**src/rtl/core/assert_macros.svh**
```systemverilog
// Assertion macros used by the tokenizer top level.
`ifndef ASSERT_MACROS_SVH
`define ASSERT_MACROS_SVH

// The consequent must hold in the same cycle as the antecedent.
`define ASSERT_SAME(lbl, clk, rstn, ante, cons) \
  lbl: assert property (@(posedge clk) disable iff (!rstn) (ante) |-> (cons)) \
    else $error("assertion failed");

// The consequent must hold in the cycle after the antecedent.
`define ASSERT_NEXT(lbl, clk, rstn, ante, cons) \
  lbl: assert property (@(posedge clk) disable iff (!rstn) (ante) |=> (cons)) \
    else $error("assertion failed");

`endif

```
**src/rtl/core/mlt_pkg.sv**
```systemverilog
// ----------------------------------------------------------------------------
// Mini language tokenizer package
// Token kinds, scanner modes, token record and keyword matching.
// ----------------------------------------------------------------------------
`timescale 1ns / 1ps

package mlt_pkg;

  localparam int unsigned FifoDepth = 4;
  localparam int unsigned FifoAw    = $clog2(FifoDepth);
  localparam int unsigned CntW      = $clog2(FifoDepth + 1);

  localparam int unsigned PosW  = 24;
  localparam int unsigned LenW  = 16;
  localparam int unsigned LineW = 16;

  localparam logic [PosW-1:0]  PosMax  = '1;
  localparam logic [LenW-1:0]  LenMax  = '1;
  localparam logic [LineW-1:0] LineMax = '1;

  localparam logic [7:0] ChrEnd       = 8'h00;
  localparam logic [7:0] ChrTab       = 8'h09;
  localparam logic [7:0] ChrNewline   = 8'h0A;
  localparam logic [7:0] ChrSpace     = 8'h20;
  localparam logic [7:0] ChrUnderscore = 8'h5F;
  localparam logic [7:0] ChrPlus      = 8'h2B;
  localparam logic [7:0] ChrMinus     = 8'h2D;
  localparam logic [7:0] ChrStar      = 8'h2A;
  localparam logic [7:0] ChrSlash     = 8'h2F;
  localparam logic [7:0] ChrEqual     = 8'h3D;
  localparam logic [7:0] ChrSemi      = 8'h3B;
  localparam logic [7:0] ChrLparen    = 8'h28;
  localparam logic [7:0] ChrRparen    = 8'h29;
  localparam logic [7:0] ChrLowP      = 8'h70;
  localparam logic [7:0] ChrLowR      = 8'h72;
  localparam logic [7:0] ChrLowI      = 8'h69;
  localparam logic [7:0] ChrLowN      = 8'h6E;
  localparam logic [7:0] ChrLowT      = 8'h74;

  // Keyword progress: prefixes of "print" and of "int".
  localparam logic [3:0] KwNone = 4'd0;
  localparam logic [3:0] KwP    = 4'd1;
  localparam logic [3:0] KwPr   = 4'd2;
  localparam logic [3:0] KwPri  = 4'd3;
  localparam logic [3:0] KwPrin = 4'd4;
  localparam logic [3:0] KwPrint = 4'd5;
  localparam logic [3:0] KwI    = 4'd6;
  localparam logic [3:0] KwIn   = 4'd7;
  localparam logic [3:0] KwInt  = 4'd8;

  typedef enum logic [3:0] {
    TK_END    = 4'd0,
    TK_IDENT  = 4'd1,
    TK_NUMBER = 4'd2,
    TK_PRINT  = 4'd3,
    TK_INT    = 4'd4,
    TK_PLUS   = 4'd5,
    TK_MINUS  = 4'd6,
    TK_STAR   = 4'd7,
    TK_SLASH  = 4'd8,
    TK_EQUAL  = 4'd9,
    TK_SEMI   = 4'd10,
    TK_LPAREN = 4'd11,
    TK_RPAREN = 4'd12,
    TK_ERROR  = 4'd13
  } tok_kind_e;

  typedef enum logic [2:0] {
    MODE_IDLE   = 3'b001,
    MODE_IDENT  = 3'b010,
    MODE_NUMBER = 3'b100
  } scan_mode_e;

  typedef struct packed {
    logic             last;
    logic [LineW-1:0] line;
    logic [LenW-1:0]  length;
    logic [PosW-1:0]  start;
    tok_kind_e        kind;
  } token_t;

  function automatic logic [3:0] kw_next(input logic [3:0] p, input logic [7:0] c);
    logic [3:0] n;
    n = KwNone;
    if (p == KwP && c == ChrLowR) n = KwPr;
    if (p == KwPr && c == ChrLowI) n = KwPri;
    if (p == KwPri && c == ChrLowN) n = KwPrin;
    if (p == KwPrin && c == ChrLowT) n = KwPrint;
    if (p == KwI && c == ChrLowN) n = KwIn;
    if (p == KwIn && c == ChrLowT) n = KwInt;
    return n;
  endfunction

endpackage

```
**src/rtl/core/mini_language_tokenizer_top.sv**
```systemverilog
// Throughput: one byte per cycle while the queue has room for two tokens; a byte that closes
// a token and forms its own gives two tokens, and the output side moves one token per cycle,
// while the receiver is ready, through a four-entry queue.
// Reset: rst_ni clears the scanner to line 1, offset 0, no open token, and empties the queue.
// The scanner returns to line 1, offset 0 and no open token by itself after each end token.
// ----------------------------------------------------------------------------
// Mini language tokenizer top level
// Byte-serial lexical scanner with a registered input byte and a token queue.
// ----------------------------------------------------------------------------
`timescale 1ns / 1ps
`include "assert_macros.svh"

module mini_language_tokenizer_top (
  input  logic        clk_i,
  input  logic        rst_ni,
  input  logic        s_axis_tvalid_i,
  output logic        s_axis_tready_o,
  input  logic [7:0]  s_axis_tdata_i,   // text_byte[7:0]
  output logic        m_axis_tvalid_o,
  input  logic        m_axis_tready_i,
  output logic [63:0] m_axis_tdata_o,   // token_kind[3:0], token_start[27:4],
                                        // token_length[43:28], token_line[59:44], zero
  output logic        m_axis_tlast_o    // last_of_run
);

  logic                in_valid_q;
  logic [7:0]          in_byte_q;
  logic                proc_en;

  mlt_pkg::scan_mode_e             mode_q, mode_d;
  logic [3:0]                      kp_q, kp_d;
  logic [mlt_pkg::PosW-1:0]        origin_q, origin_d;
  logic [mlt_pkg::LenW-1:0]        len_q, len_d;
  logic [mlt_pkg::LineW-1:0]       line_q, line_d;
  logic [mlt_pkg::PosW-1:0]        pos_q, pos_d;

  logic                is_letter, is_digit, is_space, extend;
  logic                push_a, push_b;
  mlt_pkg::token_t     res_a, res_b;
  mlt_pkg::tok_kind_e  op_kind;

  mlt_pkg::token_t                 fifo_q [mlt_pkg::FifoDepth];
  logic [mlt_pkg::FifoAw-1:0]      wr_q, rd_q, idx_b;
  logic [mlt_pkg::CntW-1:0]        cnt_q, cnt_d;
  logic                            pop;
  mlt_pkg::token_t                 head;

  assign proc_en = in_valid_q && (cnt_q <= mlt_pkg::CntW'(mlt_pkg::FifoDepth - 2));
  assign s_axis_tready_o = !in_valid_q || proc_en;

  always_ff @(posedge clk_i or negedge rst_ni) begin
    if (!rst_ni) begin
      in_valid_q <= 1'b0;
    end else if (s_axis_tready_o) begin
      in_valid_q <= s_axis_tvalid_i;
    end
  end

  always_ff @(posedge clk_i) begin
    if (s_axis_tready_o && s_axis_tvalid_i) begin
      in_byte_q <= s_axis_tdata_i;
    end
  end

  always_comb begin
    is_letter = in_byte_q inside {[8'h61:8'h7A], [8'h41:8'h5A], mlt_pkg::ChrUnderscore};
    is_digit  = in_byte_q inside {[8'h30:8'h39]};
    is_space  = in_byte_q inside {mlt_pkg::ChrSpace, mlt_pkg::ChrTab, mlt_pkg::ChrNewline};
    extend    = (mode_q == mlt_pkg::MODE_IDENT && (is_letter || is_digit)) ||
                (mode_q == mlt_pkg::MODE_NUMBER && is_digit);
  end

  always_comb begin
    case (in_byte_q)
      mlt_pkg::ChrPlus:   op_kind = mlt_pkg::TK_PLUS;
      mlt_pkg::ChrMinus:  op_kind = mlt_pkg::TK_MINUS;
      mlt_pkg::ChrStar:   op_kind = mlt_pkg::TK_STAR;
      mlt_pkg::ChrSlash:  op_kind = mlt_pkg::TK_SLASH;
      mlt_pkg::ChrEqual:  op_kind = mlt_pkg::TK_EQUAL;
      mlt_pkg::ChrSemi:   op_kind = mlt_pkg::TK_SEMI;
      mlt_pkg::ChrLparen: op_kind = mlt_pkg::TK_LPAREN;
      mlt_pkg::ChrRparen: op_kind = mlt_pkg::TK_RPAREN;
      default:            op_kind = mlt_pkg::TK_ERROR;
    endcase
  end

  always_comb begin
    mode_d   = mode_q;
    kp_d     = kp_q;
    origin_d = origin_q;
    len_d    = len_q;
    line_d   = line_q;
    pos_d    = (pos_q != mlt_pkg::PosMax) ? pos_q + 1'b1 : pos_q;

    push_a = 1'b0;
    push_b = 1'b0;

    res_a.kind   = mlt_pkg::TK_IDENT;
    if (mode_q == mlt_pkg::MODE_NUMBER) begin
      res_a.kind = mlt_pkg::TK_NUMBER;
    end else if (kp_q == mlt_pkg::KwPrint) begin
      res_a.kind = mlt_pkg::TK_PRINT;
    end else if (kp_q == mlt_pkg::KwInt) begin
      res_a.kind = mlt_pkg::TK_INT;
    end
    res_a.start  = origin_q;
    res_a.length = len_q;
    res_a.line   = line_q;
    res_a.last   = 1'b1;

    res_b.kind   = op_kind;
    res_b.start  = pos_q;
    res_b.length = mlt_pkg::LenW'(1);
    res_b.line   = line_q;
    res_b.last   = 1'b1;

    if (extend) begin
      if (len_q != mlt_pkg::LenMax) len_d = len_q + 1'b1;
      if (mode_q == mlt_pkg::MODE_IDENT) kp_d = mlt_pkg::kw_next(kp_q, in_byte_q);
    end else begin
      push_a = (mode_q != mlt_pkg::MODE_IDLE);
      mode_d = mlt_pkg::MODE_IDLE;
      if (in_byte_q == mlt_pkg::ChrEnd) begin
        push_b       = 1'b1;
        res_b.kind   = mlt_pkg::TK_END;
        res_b.length = '0;
        mode_d       = mlt_pkg::MODE_IDLE;
        kp_d         = mlt_pkg::KwNone;
        origin_d     = '0;
        len_d        = '0;
        line_d       = mlt_pkg::LineW'(1);
        pos_d        = '0;
      end else if (is_space) begin
        if (in_byte_q == mlt_pkg::ChrNewline && line_q != mlt_pkg::LineMax) begin
          line_d = line_q + 1'b1;
        end
      end else if (is_letter || is_digit) begin
        mode_d   = is_letter ? mlt_pkg::MODE_IDENT : mlt_pkg::MODE_NUMBER;
        origin_d = pos_q;
        len_d    = mlt_pkg::LenW'(1);
        kp_d     = mlt_pkg::KwNone;
        if (in_byte_q == mlt_pkg::ChrLowP) kp_d = mlt_pkg::KwP;
        if (in_byte_q == mlt_pkg::ChrLowI) kp_d = mlt_pkg::KwI;
      end else begin
        push_b = 1'b1;
      end
    end
    res_a.last = !push_b;
  end

  always_ff @(posedge clk_i or negedge rst_ni) begin
    if (!rst_ni) begin
      mode_q   <= mlt_pkg::MODE_IDLE;
      kp_q     <= mlt_pkg::KwNone;
      origin_q <= '0;
      len_q    <= '0;
      line_q   <= mlt_pkg::LineW'(1);
      pos_q    <= '0;
    end else if (proc_en) begin
      mode_q   <= mode_d;
      kp_q     <= kp_d;
      origin_q <= origin_d;
      len_q    <= len_d;
      line_q   <= line_d;
      pos_q    <= pos_d;
    end
  end

  assign pop   = m_axis_tvalid_o && m_axis_tready_i;
  assign idx_b = wr_q + mlt_pkg::FifoAw'(push_a);
  assign cnt_d = cnt_q
               + mlt_pkg::CntW'(proc_en && push_a)
               + mlt_pkg::CntW'(proc_en && push_b)
               - mlt_pkg::CntW'(pop);

  always_ff @(posedge clk_i or negedge rst_ni) begin
    if (!rst_ni) begin
      wr_q  <= '0;
      rd_q  <= '0;
      cnt_q <= '0;
    end else begin
      if (proc_en) begin
        wr_q <= wr_q + mlt_pkg::FifoAw'(push_a) + mlt_pkg::FifoAw'(push_b);
      end
      if (pop) begin
        rd_q <= rd_q + 1'b1;
      end
      cnt_q <= cnt_d;
    end
  end

  always_ff @(posedge clk_i) begin
    if (proc_en && push_a) begin
      fifo_q[wr_q] <= res_a;
    end
    if (proc_en && push_b) begin
      fifo_q[idx_b] <= res_b;
    end
  end

  assign head            = fifo_q[rd_q];
  assign m_axis_tvalid_o = (cnt_q != '0);
  assign m_axis_tdata_o  = {4'b0000, head.line, head.length, head.start, head.kind};
  assign m_axis_tlast_o  = head.last;

  `ASSERT_SAME(a_queue_bound, clk_i, rst_ni, 1'b1,
    cnt_q <= mlt_pkg::CntW'(mlt_pkg::FifoDepth))
  `ASSERT_SAME(a_line_nonzero, clk_i, rst_ni, 1'b1, line_q != '0)
  `ASSERT_NEXT(a_end_restart, clk_i, rst_ni,
    proc_en && in_byte_q == mlt_pkg::ChrEnd,
    pos_q == '0 && line_q == mlt_pkg::LineW'(1) && mode_q == mlt_pkg::MODE_IDLE)

endmodule

```
**config.mk**
```make
export PLATFORM = sky130hd
export DESIGN_NAME = mini_language_tokenizer_top
export DESIGN_NICKNAME = d
export VERILOG_FILES = /design/src/rtl/core/mlt_pkg.sv /design/src/rtl/core/mini_language_tokenizer_top.sv
export VERILOG_INCLUDE_DIRS = /design/src /design/src/rtl/core
export SDC_FILE = /design/constraint.sdc
export NUM_CORES = 1
export LEC_CHECK = 0
export ABC_AREA = 1
export CAP_MARGIN = 20
export CORE_MARGIN = 2
export CORE_UTILIZATION = 50
export DETAILED_ROUTE_END_ITERATION = 10
export DONT_BUFFER_PORTS = 1
export PLACE_DENSITY_LB_ADDON = 0.3
export SLEW_MARGIN = 20
export SYNTH_ARGS = -nofsm -noshare
export SYNTH_HDL_FRONTEND = slang
export SYNTH_SLANG_ARGS = --single-unit
```
**constraint.sdc**
```tcl
create_clock -name clk_i -period 4.4 [get_ports clk_i]
set_clock_uncertainty 0.2 [all_clocks]
set_input_delay 1.32 -clock clk_i [delete_from_list [all_inputs] [get_ports clk_i]]
set_output_delay 1.32 -clock clk_i [all_outputs]
set_load 0.02 [all_outputs]
```
* Word level (Yosys, flattened, before mapping)
Memory sizes are Yosys's and may differ from the RTL's.
Cells that the tools add are included.
** Operators by class
- Muxes and demuxes :: 48
- $add $sub $neg :: 9
- Equality and inequality tests :: 35
- Divide/modulo/power cells :: 0
- Order comparisons :: 7
- Multipliers :: 0
- Bitwise logic cells :: 1
- Reductions and logical operators :: 35
- Shift-type cells :: 0
** Operator list (number)
- 24-bit 2-to-1 mux :: 6
- 16-bit 2-to-1 mux :: 8
- 8-bit by 6-bit equality test with 1-bit output (second input constant) :: 9
- 4-bit 2-to-1 mux :: 13
- 8-bit by 7-bit equality test with 1-bit output (second input constant) :: 6
- 16-bit by 1-bit adder with 16-bit output (second input constant) :: 2
- 16-bit inequality test (second input constant) :: 2
- 4-bit case mux with 8 select lines :: 1
- 24-bit by 1-bit adder with 24-bit output (second input constant) :: 1
- 24-bit inequality test (second input constant) :: 1
- 3-bit 2-to-1 mux :: 7
- 1-bit logical AND :: 17
- 4-bit by 3-bit equality test with 1-bit output (second input constant) :: 4
- 8-bit by 4-bit equality test with 1-bit output (second input constant) :: 2
- 8-bit by 7-bit >= comparator with 1-bit output (second input constant) :: 2
- 8-bit by 7-bit less-or-equal comparator with 1-bit output (second input constant) :: 2
- 4-bit AND reduction :: 4
- 1-bit 2-to-1 mux :: 12
- 3-bit nonzero test :: 4
- 4-bit by 2-bit equality test with 1-bit output (second input constant) :: 2
- 8-bit by 6-bit >= comparator with 1-bit output (second input constant) :: 1
- 8-bit by 6-bit less-or-equal comparator with 1-bit output (second input constant) :: 1
- 8-bit zero test :: 1
- 3-bit by 1-bit adder with 3-bit output :: 2
- other kinds (16) :: 25
** Word-level totals
- Memories kept :: 1
- RAM bits :: 244
- Bits in registers :: 103
- Bits in latches :: 0
- Logic and storage cells :: 147
- Output and inout bits :: 67
- Bits in read-only memories :: 0
** Memory list
- fifo_q :: depth 4, width 61, rd ports 1, clocked after Yosys merged registers in 0, write ports 2, RTL line mini_language_tokenizer_top.sv:42 : mlt_pkg::token_t fifo_q [mlt_pkg::FifoDepth];

* Longest topological paths before layout
- Depth after elaboration :: 11
- Gate-level depth with buffers :: 22
- Gate-level depth less buffers :: 19

* Least setup slack after synthesis
OpenSTA, ideal clock, no wires.
- Path type :: register to register
- Start :: reg in_byte_q[6]
- End :: mem fifo_q[3][54] (netlist name) (data pin)
- Setup slack :: 0.220 ns
- Path buffers :: 3
- Data arrival time :: 3.722 ns
- Period minus slack after synthesis :: 4.180 ns
- Cell stages (with the launch flop) :: 20
- Setup time :: 0.258 ns
- Cells stage by stage :: edfxtp_1 nor2_1 nand3_1 nor2_1 nand2_1 nand2_1 nand2_4 inv_2 buf_4 buf_2 a31oi_1 ha_1 or2_2 nand2_1 nor2_1 nand3_1 nand2_1 inv_2 buf_2 nor2_1
** RTL lines
- start: declaration :: RTL line mini_language_tokenizer_top.sv:27 : logic [7:0] in_byte_q;
- start signal: assignment :: RTL line mini_language_tokenizer_top.sv:61 : in_byte_q <= s_axis_tdata_i;
- end: declaration :: RTL line mini_language_tokenizer_top.sv:42

==> metrics.yaml <==
slew_headroom: 0.398
p_leak_nw: 8.41
rsz0062_at_grt: "no"
max_cap_violations: 0
cpMostUsedCell: "nand2_1"
worstPathArrival_ns: 4.23
globalRouteOverflowTotal: 0
first_iter_violations: 1579
synth_common_cells: "nand2_1 (533), nor2_1 (342), o21ai_0 (215), nand3_1 (208), edfxtp_1 (188)"
period_needed_ns: 4.03
ir_worst_vdd_mv: 0.465
area_growth_pct: 8.11
die_area_um2: 37000
avgSynthCellArea_um2: 8.03
power_density_nw_per_um2: 657
ys_warn_count: 0
nNetsFinal: 2141
drt-total-wl_um: 48500
grt_max_degree: 96
synth_seq_cells: 347
fill_cells: 3143
period_share: 0.917
synth_edf_count: 188
clk_latency_ns: 0.53
slowest_delay_ns: 0.59
path_class: "reg -> reg"
worst_hold_startpoint: "fifo_q[1][43]"
cts_root_buf: "clkbuf_16"
synth_top_area_cell: "edfxtp_1"
synth.most_common_cell: "nand2_1"
dp_cells: 2535
grt_pass1_wl_um: 77900
drive_gt1_frac: 0.0651
netlist.area_leader.share: 0.319
wl_per_cell_um: 18.6
synthFlopType: "edfxtp_1"
antenna_found_initial: 0
floorplan.initialDensity: 0.510
ioPinCount: 79
viasPerCell: 5.68
rr_startpoint: "in_byte_q[6]"
dp_hpwl_um: 28900
synth-seq-area-share: 0.525
ant_nets: 0
holdCritPathClass: "reg -> reg"
crit_path_start_kind: "flip-flop"
cts_buffer_depth: 3
finalMaxSlewViolations: 0
synth-async-reset-ratio: 0.274
path_cells: "nor2_1, nand3_1, nor2_1, nand2_1, nand2_1, nand2_4, inv_2, a31oi_1, ha_1, or2_2, nand2_1, nand2_1, inv_1, nand3_2, buf_4, inv_2, nand2_1, nand2_1"
fp-row-count: 68
numCtsBuffers: 38
slowest_stage: "inv_2"
htreeDepth: 2
cp-end-kind: "flip-flop"
crit_start: "in_byte_q[6]"
hold_viol: 0
status: "finished clean"
diodes: 0
drtPass1Iterations: 6
fmax_mhz: 248
die_h_um: 192
fp.dieW_um: 192
syn_area_um2: 17700
cts_tree: "yes"
num_vias: 14809
finalSetupViolations: 0
coreArea_um2: 34700
synthTopCellsByArea: "edfxtp_1 (32%), dfrtp_1 (13%), nand2_1 (11%)"
portBuffers: 0
final_cells: 2605
cts_sinks: 347
grt_pass1_vias: 14581
clkTransAtPathRegs_ns: 0.06
ys_types: 44
netlist_instances: 2207
tightest_slew_ns: 0.899
gp_congestion: 0.930
cp_num_buf_inv: 4
post_cts_buffers: 0
hold_slack_ns: 0.263
drc: 0
grt_use_total: 0.268
fin_setup_tns_ns: 0
required_ns: 4.59
crit_fanout: 47
ctsHoldBuffers: 0
cp_top_family: "simple AND/OR/NAND/NOR gates"
repair_timing:
action,CTS,global route
setup endpoints to repair,0,14
gates resized for setup,0,1
endpoints found under the hold margin,0,0
kinds of logic after synthesis:
kind of cell             share of synthesized area
adder cells (fa/ha/maj)                    0.00720
AND/OR/NAND/NOR                              0.278
buffers and inverters                       0.0771
other                                     0.000212
flip-flops                                   0.525
AO/OA/AOI/OAI                               0.0898
XOR/XNOR                                    0.0222
cell type report:
type,count,area [um2],share of cell area
flip-flops and latches,347,9310,0.486
multi-input cells,1529,7090,0.370
clock buffers,56,1120,0.0586
inverters,177,666,0.0348
well taps,455,569,0.0297
repair buffers,27,256,0.0134
clock inverters,14,143,0.00745
path summary, 6_finish.rpt:
check,to,slack (ns),cells after the start
worst max register to register,fifo_q[0][19],0.37,18
worst max-delay path,fifo_q[0][19],0.37,18
max in group asynchronous,line_q[0],3.43,0
worst min-delay path,fifo_q[1][43],0.26,2
worst min register to register,fifo_q[1][43],0.26,2
min in group asynchronous,kp_q[1],0.29,0
registers in the layout (all words and copies together), names as in the netlist:
register,cells
fifo_q,244
origin_q,24
pos_q,24
len_q,16
line_q,16
in_byte_q,8
kp_q,4
cnt_q,3
mode_q,3
rd_q,2
wr_q,2
in_valid_q,1
power breakdown:
group / internal (mW) / switching, mW / total (mW)
combinational: 1.06 / 3.58 / 4.64
sequential: 4.29 / 0.421 / 4.71
clock: 1.94 / 1.28 / 3.22
metal layers:
layer | part of all wire | GRT usage
met2 | 0.48 | 0.457
met4 | 0.026 | 0.0919
met1 | 0.41 | 0.340
met3 | 0.086 | 0.0543
met5 | 0 | 0
worst min-delay path, cell delays in order, from the launching register on:
cell and delay, ns:
dfxtp_1 0.30, nand3_1 0.07, nand2_1 0.04
cells in the final DEF, fill, tap and decap left out, drive strengths merged:
cell / Yosys / layout
nand2: 540 / 540
nor2: 347 / 347
o21ai: 225 / 225
nand3: 211 / 211
edfxtp: 188 / 188
inv: 177 / 175
dfrtp: 93 / 93
o22ai: 65 / 65
dfxtp: 64 / 64
clkbuf: 92 / 56
nand4: 41 / 41
xor2: 38 / 38
nor3: 28 / 28
buf: 65 / 27
clkinv: 0 / 12
xnor2: 7 / 7
ha: 7 / 7
conb: 1 / 4
bufinv: 0 / 3
a21oi: 3 / 3
a31oi: 2 / 2
fa: 2 / 2
dfstp: 2 / 2
or2: 1 / 1
o21bai: 1 / 1
o21a: 1 / 1
and2: 1 / 1
nor4b: 1 / 1
nand3b: 1 / 1
nor3b: 1 / 1
a211oi: 1 / 1
nor4: 1 / 1
clkinvlp: 0 / 1
per-stage QoR:
stage,power (mW),worst slack [ns],cell area [um2],utilization
2_1_floorplan,8.03,0.220,17700,-
3_3_place_gp,9.28,0.534,17900,0.515
3_5_place_dp,9.40,0.345,17900,0.515
4_1_cts,12.6,0.320,19200,0.552
5_1_grt,13.3,0.0293,19200,0.552
6_report,12.6,0.367,19200,0.552
No activity file was read; power rests on OpenSTA's default activity.
